--- config.mk ---
export PLATFORM = sky130hd
export DESIGN_NAME = tcw_ctrl
export DESIGN_NICKNAME = d
export VERILOG_FILES = /design/src/hw/rtl/tcw_pkg.sv /design/src/hw/rtl/tcw_ctrl.sv
export SDC_FILE = /design/constraint.sdc
export NUM_CORES = 1
export LEC_CHECK = 0
export BUFFER_PORTS_ARGS = -buffer_cell sky130_fd_sc_hd__buf_2
export CORE_AREA = 10 10 47 49
export CTS_BUF_LIST = sky130_fd_sc_hd__clkbuf_4 sky130_fd_sc_hd__clkbuf_8 sky130_fd_sc_hd__clkbuf_16
export DETAILED_ROUTE_END_ITERATION = 6
export DIE_AREA = 0 0 57 59
export GPL_TIMING_DRIVEN = 0
export HOLD_SLACK_MARGIN = 0.08
export PLACE_DENSITY_LB_ADDON = 0.05
export SYNTH_ARGS = -nofsm -noshare
export SYNTH_HDL_FRONTEND = slang
export SYNTH_SLANG_ARGS = --single-unit
export TNS_END_PERCENT = 10
--- constraint.sdc ---
create_clock -name aclk -period 1.4 [get_ports aclk]
set_clock_uncertainty 0.1 [all_clocks]
set_input_delay 0.28 -clock aclk [delete_from_list [all_inputs] [get_ports aclk]]
set_output_delay 0.28 -clock aclk [all_outputs]
set_load 0.05 [all_outputs]
--- src/hw/rtl/tcw_pkg.sv ---
// Shared types, constants and control/status structs for the text console writer.
// Used by tcw_ctrl, tcw_datapath and text_console_writer_top; depends on nothing.
package tcw_pkg;

    // Default screen geometry
    localparam int COLUMNS_DEF = 80;
    localparam int ROWS_DEF    = 25;

    // Field widths of the stream beats
    localparam int ACTION_W   = 2;
    localparam int CHAR_W     = 8;
    localparam int COLOR_W    = 8;
    localparam int INDEX_W    = 11;
    localparam int POS_W      = 11;
    localparam int CELL_W     = 16;
    localparam int S_TDATA_W  = 32;
    localparam int M_TDATA_W  = 32;

    // Bit positions inside s_tdata
    localparam int ACTION_LSB = 0;
    localparam int CHAR_LSB   = ACTION_LSB + ACTION_W;
    localparam int COLOR_LSB  = CHAR_LSB + CHAR_W;
    localparam int INDEX_LSB  = COLOR_LSB + COLOR_W;
    localparam int S_USED_W   = INDEX_LSB + INDEX_W;
    localparam int M_USED_W   = POS_W + CELL_W;

    // Character codes and cell constants
    localparam logic [CHAR_W-1:0]  CH_NEWLINE      = 8'd10;
    localparam logic [CHAR_W-1:0]  CH_BACKSPACE    = 8'd8;
    localparam logic [CHAR_W-1:0]  CH_BLANK        = 8'h20;
    localparam logic [CELL_W-1:0]  RESET_CELL      = 16'h0720;
    localparam logic [COLOR_W-1:0] FILL_ATTR_RESET = 8'd7;

    typedef enum logic [ACTION_W-1:0] {
        ACT_PUT   = 2'd0,
        ACT_CLEAR = 2'd1,
        ACT_READ  = 2'd2,
        ACT_NONE  = 2'd3
    } action_t;

    typedef enum logic [2:0] {
        ST_INIT,
        ST_IDLE,
        ST_PUT,
        ST_READ,
        ST_CLEAR,
        ST_COPY,
        ST_FILL,
        ST_DONE
    } state_t;

    typedef enum logic [2:0] {
        WR_NONE,
        WR_PUT,
        WR_INIT,
        WR_FILL,
        WR_COPY
    } wr_sel_t;

    typedef enum logic [1:0] {
        RD_NONE,
        RD_ITEM,
        RD_COPY
    } rd_sel_t;

    typedef struct packed {
        logic    load_item;
        logic    cnt_clear;
        logic    cnt_inc;
        logic    put_exec;
        logic    home_cursor;
        logic    load_out;
        wr_sel_t wr_sel;
        rd_sel_t rd_sel;
    } ctrl_cmd_t;

    typedef struct packed {
        action_t in_action;
        logic    put_scroll;
        logic    cnt_zero;
        logic    cnt_copy_end;
        logic    cnt_last;
        logic    out_free;
    } dp_stat_t;

endpackage

--- src/hw/rtl/tcw_ctrl.sv ---
// Controller state machine of the text console writer.
// Depends on tcw_pkg (state, command and status types).
module tcw_ctrl (
    input  logic                aclk,
    input  logic                aresetn,
    input  logic                s_tvalid,
    output logic                s_tready,
    input  tcw_pkg::dp_stat_t   stat,
    output tcw_pkg::ctrl_cmd_t  cmd
);

    tcw_pkg::state_t state_reg;
    tcw_pkg::state_t state_next;

    always_ff @(posedge aclk) begin
        if (!aresetn) begin
            state_reg <= tcw_pkg::ST_INIT;
        end else begin
            state_reg <= state_next;
        end
    end

    always_comb begin
        state_next      = state_reg;
        s_tready        = 1'b0;
        cmd             = '0;
        cmd.wr_sel      = tcw_pkg::WR_NONE;
        cmd.rd_sel      = tcw_pkg::RD_NONE;
        unique case (state_reg)
            tcw_pkg::ST_INIT: begin
                cmd.wr_sel  = tcw_pkg::WR_INIT;
                cmd.cnt_inc = 1'b1;
                if (stat.cnt_last) begin
                    state_next = tcw_pkg::ST_IDLE;
                end
            end
            tcw_pkg::ST_IDLE: begin
                s_tready = 1'b1;
                if (s_tvalid) begin
                    cmd.load_item = 1'b1;
                    cmd.cnt_clear = 1'b1;
                    unique case (stat.in_action)
                        tcw_pkg::ACT_PUT:   state_next = tcw_pkg::ST_PUT;
                        tcw_pkg::ACT_CLEAR: state_next = tcw_pkg::ST_CLEAR;
                        tcw_pkg::ACT_READ:  state_next = tcw_pkg::ST_READ;
                        tcw_pkg::ACT_NONE:  state_next = tcw_pkg::ST_DONE;
                        default:            state_next = tcw_pkg::ST_DONE;
                    endcase
                end
            end
            tcw_pkg::ST_PUT: begin
                cmd.put_exec = 1'b1;
                cmd.wr_sel   = tcw_pkg::WR_PUT;
                state_next   = stat.put_scroll ? tcw_pkg::ST_COPY : tcw_pkg::ST_DONE;
            end
            tcw_pkg::ST_READ: begin
                cmd.rd_sel = tcw_pkg::RD_ITEM;
                state_next = tcw_pkg::ST_DONE;
            end
            tcw_pkg::ST_CLEAR: begin
                cmd.wr_sel  = tcw_pkg::WR_FILL;
                cmd.cnt_inc = 1'b1;
                if (stat.cnt_last) begin
                    cmd.home_cursor = 1'b1;
                    state_next      = tcw_pkg::ST_DONE;
                end
            end
            tcw_pkg::ST_COPY: begin
                // read row below, write the word fetched last cycle one row up
                cmd.wr_sel = stat.cnt_zero ? tcw_pkg::WR_NONE : tcw_pkg::WR_COPY;
                if (stat.cnt_copy_end) begin
                    state_next = tcw_pkg::ST_FILL;
                end else begin
                    cmd.rd_sel  = tcw_pkg::RD_COPY;
                    cmd.cnt_inc = 1'b1;
                end
            end
            tcw_pkg::ST_FILL: begin
                cmd.wr_sel  = tcw_pkg::WR_FILL;
                cmd.cnt_inc = 1'b1;
                if (stat.cnt_last) begin
                    state_next = tcw_pkg::ST_DONE;
                end
            end
            tcw_pkg::ST_DONE: begin
                if (stat.out_free) begin
                    cmd.load_out = 1'b1;
                    state_next   = tcw_pkg::ST_IDLE;
                end
            end
            default: begin
                state_next = tcw_pkg::ST_IDLE;
            end
        endcase
    end

endmodule

==> results of run 1 <==
## power groups by stage
stage	clock [uW]	combinational, uW	sequential, uW
2_1_floorplan	0	355	120
5_1_grt	200	641	137
4_1_cts	190	587	129
3_5_place_dp	0	441	125
6_report	175	603	134
3_3_place_gp	0	444	128
## through the flow
stage / total power (uW) / instance area [um^2] / instances / utilization / setup slack, ns
6_report: 912 / 674 / 90 / 0.481 / -0.167
5_1_grt: 978 / 674 / 90 / 0.481 / -0.224
4_1_cts: 906 / 654 / 90 / 0.467 / -0.201
3_5_place_dp: 566 / 469 / 81 / 0.335 / -0.253
3_3_place_gp: 572 / 469 / 81 / 0.335 / -0.269
2_1_floorplan: 475 / 344 / 44 / - / -0.212
## synth_stat cells (2+ instances only)
library cell,instances
a31oi_1,2
and2_1,2
and2b_4,2
buf_4,2
dfxtp_1,3
inv_2,2
nand2_1,5
nand3_1,3
nor2_1,7
o21ai_0,3
## kinds of logic (layout without fill, tap and decap cells)
logic type,Yosys count,in the layout
and+or+nand+nor,25,25
AOI/OAI and AO/OA,9,9
buffers and inverters,6,36
DFF,3,3
muxes,1,1
## layer usage
layer	vias up	global-route usage
met5	-	0
li1	215	-
met1	197	0.0818
met2	13	0.110
met3	0	0.0236
met4	0	0.0503
## worst min-delay path by stage
stage	end	depth (start not counted)	start	slack (ns)
after global routing	state_reg[2]	3	aresetn	0.21
final	state_reg[2]	3	aresetn	0.22
after global placement	state_reg[2]	3	aresetn	0.48
after CTS	state_reg[2]	3	aresetn	0.20
after floorplan	state_reg[2]	2	aresetn	0.29
after detailed placement	state_reg[2]	3	aresetn	0.47
## area by class of cell
class	instances	share of cell area
plain buffers	3	0.0557
clock buffers	4	0.0445
inverters	3	0.0204
multi-input cells	35	0.412
flip-flops and latches	3	0.102
well taps	16	0.0297
repair buffers	26	0.336
## repair_timing
action / 4_1_cts / 5_1_grt
cloned: 1 / 0
endpoints found under the setup margin: 13 / 12
setup buffers: 4 / 0
gates resized for setup: 39 / 7
pin swaps: 4 / 2
## critical path, stage by stage (launching register included)
cell and delay [ns]:
dfxtp_2 0.33, buf_6 0.13, nor2_4 0.08, and3_4 0.19
buf_6 0.09, buf_8 0.13
==> metrics.yaml, run 1 <==
synthesis:
  yosysWarnings: 0
  synthAdderAreaFrac: 0
  synth-seq-cells: 3
  ys_seq_area_frac: 0.203
  synth-main-ff-cell: "dfxtp_1"
  synth-xor-area-share: 0
  synth_top_family_by_area: "simple AND/OR/NAND/NOR gates"
  synthCells: 44
  synth_nets: 54
  synth_top_area_share: 0.203
  synthDistinctLibCells: 23
  synth.largest_area_cell: "dfxtp_1"
  synth_area_um2: 297
  ys_top_cells_by_area: "dfxtp_1 20%, nor2_1 8.9%, and2b_4 6.8%"
  muxShareOfSynthArea: 0.0338
  yosys.area_share.simple: 0.456
  syn_area_per_cell_um2: 6.74
  synth-async-reset-ratio: 0
  synth_edf_count: 0
  synth_compound_area_frac: 0.203
worst_setup_path:
  cp-end-kind: "output pin"
  r2r_setup_slack_ns: 0.11
  critPathMaxFanout: 5
  setup.worst_path.start_class: "register"
  critical_path.startpoint: "state_reg[1]"
  r2r-end: "state_reg[0]"
  path_class: "register to output pin"
  endpoint: "cmd[10]"
  crit_arrival_ns: 1.19
  r2r-start: "state_reg[2]"
  cp.required_ns: 1.02
  r2r_cells: 4
floorplan:
  dieArea_um2: 3360
  ios: 22
  dieHeight_um: 59
  die_w_um: 57
  row_count: 14
  initial_core_util: 0.212
  core-area_um2: 1400
detailed_routing:
  dr_total_vias: 425
  met1_length_um: 496
  wl_per_cell_um: 13.1
  wl_met3_um: 73
  met2WireLength_um: 612
  first_iter_violations: 7
  ant_nets: 0
  vias_per_cell: 4.72
  top_layer: "met3"
  drc: 0
  first_pass_iters: 2
  routed_wl_mm: 1.18
finish:
  seqCellArea_um2: 68.8
  layout_common_cells: "10 x buf_2, 9 x buf_6, 5 x buf_8, 5 x buf_4"
  nFillCells: 146
  final_common_cell: "buf_2"
  multi_input_area_um2: 278
  nets: 85
  n_antenna_cell: 0
  syn2layout_area_growth_pct: 127
  largest_register_ffs: 3
  final_layout_size_suffix_gt1_frac: 0.743
sta:
  fmax_mhz: 638
  fin_crit_sh: 1.12
  finalSetupTns_ns: -1.47
  final.min_clock_period_ns: 1.57
  setup_viol: 12
  tightest_slew_ns: 0.272
  slew-limit-headroom: 0.818
  rsz0062_at_grt: "yes"
  slew_viol_final: 0
  hold_ws_ns: 0.215
  hold_viol: 0
  finalWorstSetupSlack_ns: -0.167
min_path:
  hold_path.class: "input pin to register"
power_and_ir_drop:
  swShare: 0.461
  combPwrFrac: 0.661
  p_leak_uw: 0.000302
  power_frac_seq: 0.147
  peakVddDrop_mv: 0.772
  power.internal_uw: 491
  netSwitchingPower_uw: 421
  p_per_area_nw_per_um2: 1350
  pwr-share-clk: 0.192
global_route:
  grt_pass1_wl_mm: 1.95
  gr-total-overflow: 0
  antenna_found_initial: 0
  grt_pass1_vias: 446
  grt_max_degree: 11
  grt_usage: 0.0716
cts:
  cts_tree: "yes"
  cts.sinks: 3
  hold_buffers: 0
  clkTransAtPathRegs_ns: 0.04
  clk_latency_ns: 0.24
  root_buffer: "clkbuf_4"
  htreeDepth: 1
  clock_path_buffers: 2
  cts_buffers: 3
run:
  cap_violations: 0
placed_design:
  io_buffers: 21
  gp_congestion: 0.705
  place_hpwl_um: 859
status:
  failed_checks: "negative setup slack"
  outcome: "complete, but fails checks"
Power figures use the tool's default switching activity.
==> inputs of run 2 (changes only) <==
--- a/config.mk
+++ b/config.mk
@@ -16,4 +16,4 @@
 export SYNTH_ARGS = -nofsm -noshare
 export SYNTH_HDL_FRONTEND = slang
 export SYNTH_SLANG_ARGS = --single-unit
-export TNS_END_PERCENT = 10
+export TNS_END_PERCENT = 30
==> constraint.sdc (replaced) <==
create_clock -name aclk -period 1.35 [get_ports aclk]
set_clock_uncertainty 0.1 [all_clocks]
set_input_delay 0.27 -clock aclk [delete_from_list [all_inputs] [get_ports aclk]]
set_output_delay 0.27 -clock aclk [all_outputs]
set_load 0.05 [all_outputs]
==> run 2 against run 1 <==
Compared with the run above: the run still ends with negative setup slack left; power up 8.9%; sequential power up 3%; setup slack worse by 0.071 ns; critical path depth unchanged; core utilization up 3.1 points; via count down 1.4%; final cell count up 3.3%; clock power about the same; non-clock buffer count up 3; routed wire length down 3.7%; combinational power up 12%; largest power group unchanged.
==> metrics.yaml, run 2 (synthesis results as in run 1) <==
cts:
  clock_path_buffers: 2
  cts_tree: "yes"
  clkTransAtPathRegs_ns: 0.04
  htreeDepth: 1
  root_buffer: "clkbuf_4"
  hold_buffers: 0
  clk_latency_ns: 0.23
  cts_buffers: 3
  cts.sinks: 3
floorplan:
  die_w_um: 57
  row_count: 14
  core-area_um2: 1400
  initial_core_util: 0.212
  dieArea_um2: 3360
  ios: 22
  dieHeight_um: 59
worst_setup_path:
  critPathTopFamily: "buffers and inverters"
  critPathMaxFanout: 10
  crit_slowest_cell: "dfxtp_2"
  slowest_delay_ns: 0.32
  cp-end-kind: "output pin"
  crit_chain: "buf_8 > nor2_4 > and3_4 > buf_6 > buf_8"
  crit_arrival_ns: 1.22
  cpMostUsedCell: "buf_8"
  cp.required_ns: 0.98
  path_buf_inv: 3
  setup.worst_path.start_class: "register"
  path_class: "register to output pin"
sta:
  hold_viol: 0
  fin_crit_sh: 1.18
  finalWorstSetupSlack_ns: -0.239
  finalSetupTns_ns: -2.07
  slew-limit-headroom: 0.850
  slew_viol_final: 0
  final.min_clock_period_ns: 1.59
  setup_viol: 12
  hold_ws_ns: 0.190
  rsz0062_at_grt: "yes"
  tightest_slew_ns: 0.224
  fmax_mhz: 629
power_and_ir_drop:
  netSwitchingPower_uw: 446
  peakVddDrop_mv: 0.657
  power.internal_uw: 547
  power_frac_seq: 0.139
  pwr-share-clk: 0.178
  p_per_area_nw_per_um2: 1380
  p_leak_uw: 0.000321
  combPwrFrac: 0.683
  swShare: 0.449
global_route:
  grt_pass1_wl_mm: 1.94
  grt_max_degree: 11
  antenna_found_initial: 0
  grt_pass1_vias: 433
  met1_usage: 0.0816
  grt_usage: 0.0685
  grt_busiest_layer: "met2"
  grt_use_met3: 0.0236
  gr-total-overflow: 0
  grtUsageMet2: 0.104
status:
  outcome: "complete, but fails checks"
  failed_checks: "negative setup slack"
detailed_routing:
  vias_per_cell: 4.51
  dr_total_vias: 419
  drc: 0
  first_pass_iters: 4
  first_iter_violations: 2
  routed_wl_mm: 1.14
  ant_nets: 0
  wl_per_cell_um: 12.2
placed_design:
  placedInstanceArea_um2: 490
  place_hpwl_um: 867
  io_buffers: 21
  gp_congestion: 0.723
  pre_cts_ws_ns: -0.276
finish:
  nFillCells: 143
  n_antenna_cell: 0
  design_area_um2: 718
  nets: 88
  syn2layout_area_growth_pct: 142
  layout_common_cells: "9 x buf_6, 9 x buf_2, 9 x buf_4"
  largest_register_ffs: 3
  seqCellArea_um2: 68.8
  final_layout_size_suffix_gt1_frac: 0.766
  multi_input_area_um2: 284
min_path:
  hold_path.class: "input pin to register"
run:
  cap_violations: 0
==> run 2: changes by cell type in the layout (fill, tap and decap cells not counted), sizes merged <==
cell / before / now
buf: 29 / 32
==> run 2: final timing paths <==
kind	from	to	slack, ns	cells after the start
worst min register to register	state_reg[1]	state_reg[2]	0.50	3
worst max-delay path	state_reg[1]	cmd[10]	-0.24	5
worst min-delay path	aresetn	state_reg[2]	0.19	3
worst max register to register	state_reg[1]	state_reg[0]	0.01	5
==> run 2: cell type report <==
| class | count | area share |
|---|---|---|
| Inverter | 3 | 0.0296 |
| Timing Repair Buffer | 29 | 0.345 |
| Multi-Input combinational cell | 35 | 0.395 |
| Sequential cell | 3 | 0.0958 |
| Tap cell | 16 | 0.0279 |
| Clock buffer | 4 | 0.0418 |
| Buffer | 3 | 0.0645 |
==> run 2: metrics by stage <==
step | std cells | utilization | total power, uW
2_1_floorplan | 44 | - | 516
3_3_place_gp | 81 | 0.350 | 614
3_5_place_dp | 81 | 0.350 | 611
4_1_cts | 89 | 0.475 | 941
5_1_grt | 93 | 0.513 | 1060
6_report | 93 | 0.513 | 993
==> run 2: power groups by stage <==
stage                     registers (uW)  clock network (uW)  logic [uW]
after floorplan                      129                   0         387
after global placement               137                   0         478
after detailed placement             136                   0         475
after CTS                            138                 188         615
after global routing                 143                 200         718
final                                138                 177         678
==> run 2: what timing repair did <==
| item | in CTS | in global routing |
|---|---|---|
| setup endpoints to repair | 12 | 14 |
| gates resized for setup | 36 | 6 |
| pin swaps | 1 | 8 |
| setup buffers | 4 | 4 |
==> run 2: worst min-delay path, cell delays in order <==
cell     delay, ns
buf_2         0.12
nand2_1       0.06
nor2_1        0.03
==> run 2: layer usage <==
layer | wire [um] | share of wire
met2 | 554 | 0.49
met3 | 114 | 0.10
met4 | 0 | 0
met1 | 470 | 0.41
met5 | 0 | 0
==> inputs of run 3 (changes only) <==
--- a/config.mk
+++ b/config.mk
@@ -5,6 +5,7 @@
 export SDC_FILE = /design/constraint.sdc
 export NUM_CORES = 1
 export LEC_CHECK = 0
+export ABC_AREA = 1
 export BUFFER_PORTS_ARGS = -buffer_cell sky130_fd_sc_hd__buf_2
 export CORE_AREA = 10 10 47 49
 export CTS_BUF_LIST = sky130_fd_sc_hd__clkbuf_4 sky130_fd_sc_hd__clkbuf_8 sky130_fd_sc_hd__clkbuf_16
==> run 3 against run 2 <==
Compared with the run above: the run still ends with negative setup slack left; register-to-register slack gained 0.03 ns; clock power barely moved; non-clock buffer count down 3; combinational power grew 22%; largest cell class is now multi-input gates.
==> metrics.yaml, run 3 <==
status:
  outcome: "complete, but fails checks"
  failed_checks: "negative setup slack"
sta:
  fin_crit_sh: 1.16
  slew_viol_final: 0
  rsz0062_at_grt: "yes"
  slew-limit-headroom: 0.828
  setup_viol: 12
  finalWorstSetupSlack_ns: -0.213
  fmax_mhz: 640
  final.min_clock_period_ns: 1.56
  tightest_slew_ns: 0.255
  hold_viol: 0
power_and_ir_drop:
  combPwrFrac: 0.728
  peakVddDrop_mv: 0.667
  power_frac_seq: 0.120
  p_per_area_nw_per_um2: 1590
  p_leak_uw: 0.000377
  netSwitchingPower_uw: 568
  power.internal_uw: 572
  pwr-share-clk: 0.153
  swShare: 0.498
  power_uw: 1140
worst_setup_path:
  r2r-end: "state_reg[1]"
  crit_slowest_cell: "dfxtp_2"
  cpMostUsedCell: "buf_8"
  critPathMaxFanout: 8
  cp.required_ns: 0.98
  path_class: "register to output pin"
  setup.worst_path.start_class: "register"
  r2r-start: "state_reg[1]"
  cp-end-kind: "output pin"
  endpoint: "cmd[10]"
  r2r_setup_slack_ns: 0.04
  critical_path.startpoint: "state_reg[1]"
  r2r_cells: 10
  slowest_delay_ns: 0.31
  crit_arrival_ns: 1.19
  crit_chain: "buf_8 > inv_8 > nand2_8 > nor3_4 > buf_6 > buf_8"
cts:
  htreeDepth: 1
  cts.sinks: 3
  clock_path_buffers: 2
  clkTransAtPathRegs_ns: 0.03
  cts_tree: "yes"
  clk_latency_ns: 0.23
  hold_buffers: 0
  root_buffer: "clkbuf_4"
  cts_buffers: 3
synthesis:
  synthCells: 58
  synth_compound_area_frac: 0.0976
  synth-async-reset-ratio: 0
  synth_area_um2: 359
  synth-main-ff-cell: "dfxtp_1"
  muxShareOfSynthArea: 0
  ys_seq_area_frac: 0.167
  synth.largest_area_cell: "dfxtp_1"
  yosysWarnings: 0
  synth-seq-cells: 3
  ys_top_cells_by_area: "dfxtp_1 17%, nand2_1 13%, nand2_4 13%"
  yosys.area_share.simple: 0.512
  synth_top_family_by_area: "simple AND/OR/NAND/NOR gates"
  syn_area_per_cell_um2: 6.19
  synth.most_common_cell: "nand2_1"
  synth_edf_count: 0
  synthAdderAreaFrac: 0
  synth_top_area_share: 0.167
  synth-xor-area-share: 0
  synth_nets: 68
  synthDistinctLibCells: 17
  ys_top_cells_by_count: "12 x nand2_1, 10 x inv_1"
floorplan:
  core-area_um2: 1400
  die_w_um: 57
  row_count: 14
  dieHeight_um: 59
  dieArea_um2: 3360
  ios: 22
  initial_core_util: 0.256
detailed_routing:
  ant_nets: 0
  drc: 0
  first_iter_violations: 4
  vias_per_cell: 4.43
  wl_per_cell_um: 11.4
  dr_total_vias: 461
  first_pass_iters: 4
  routed_wl_mm: 1.18
global_route:
  grt_pass1_vias: 418
  gr-total-overflow: 0
  grt_usage: 0.0660
  antenna_found_initial: 0
  grt_pass1_wl_mm: 1.85
  grt_max_degree: 10
finish:
  final_layout_size_suffix_gt1_frac: 0.602
  n_antenna_cell: 0
  nets: 99
  layout_common_cells: "11 x nand2_1, 11 x buf_6, 9 x inv_1, 9 x buf_2"
  largest_register_ffs: 3
  final_core_util: 0.512
  syn2layout_area_growth_pct: 99.7
  nFillCells: 144
run:
  cap_violations: 0
placed_design:
  io_buffers: 21
  gp_congestion: 0.724
  pre_cts_ws_ns: -0.201
  place_hpwl_um: 930
min_path:
  hold_path.class: "input pin to register"
[run 3: cell types whose count changed after synthesis, sizes merged, moves of 3 or more]
cell | before | now
a21oi | 1 | 4
inv | 3 | 12
nor2 | 8 | 5
nand2 | 5 | 17
[run 3: repair_timing]
item                       4_1_cts  5_1_grt
pin swaps                        2        0
buffers inserted                 2        3
gates resized for setup         31        7
setup endpoints to repair       14       13
gates cloned                     0        0
hold endpoints to repair         0        0
[run 3: metal layers]
layer | vias to the layer above | part of all wire | track usage
met5 | - | 0 | 0
met4 | 0 | 0 | 0.0201
met3 | 0 | 0.088 | 0.0343
met2 | 20 | 0.44 | 0.0946
met1 | 198 | 0.47 | 0.0831
li1 | 243 | - | -
[run 3: stage by stage]
step                area, um^2  std cells  setup TNS, ns  hold WS, ns
floorplan                  402         58          -1.41        0.279
global placement           527         95         -0.800        0.413
detailed placement         527         95         -0.799        0.414
CTS                        668        101          -1.94        0.171
global route               717        104          -2.84        0.175
finish                     717        104          -1.84        0.170
[run 3: worst min path at each step]
stage                 start      endpoint  slack (ns)  depth (start not counted)
floorplan           aresetn  state_reg[1]        0.28                          2
global placement    aresetn  state_reg[1]        0.41                          3
detailed placement  aresetn  state_reg[1]        0.41                          3
CTS                 aresetn  state_reg[1]        0.17                          3
global route        aresetn  state_reg[0]        0.17                          3
finish              aresetn  state_reg[1]        0.17                          3
[run 3: power by group through the flow]
stage / clock, uW / combinational, uW / sequential (uW)
after floorplan: 0 / 521 / 125
after global placement: 0 / 642 / 129
after detailed placement: 0 / 639 / 129
after CTS: 180 / 778 / 134
after global routing: 195 / 883 / 139
final: 174 / 829 / 137
[run 3: layout make-up]
type                            instances  area (um^2)  area share
Clock buffer                            4         30.0      0.0419
Timing Repair Buffer                   26          225       0.314
Sequential cell                         3         65.1      0.0908
Inverter                               12         55.1      0.0768
Multi-Input combinational cell         40          282       0.393
Buffer                                  3         40.0      0.0558
Tap cell                               16         20.0      0.0279
[run 3: critical path, delay by kind of cell (launching register included)]
family                 cells  cell delay [ns]
buffers and inverters      4             0.44
flip-flops                 1             0.31
AND/OR/NAND/NOR            2             0.20
[run 3: kinds of logic (layout without fill, tap and decap cells)]
logic type / after synthesis / in the layout
and+or+nand+nor: 33 / 33
buffers and inverters: 15 / 45
AOI/OAI and AO/OA: 7 / 7
DFF: 3 / 3
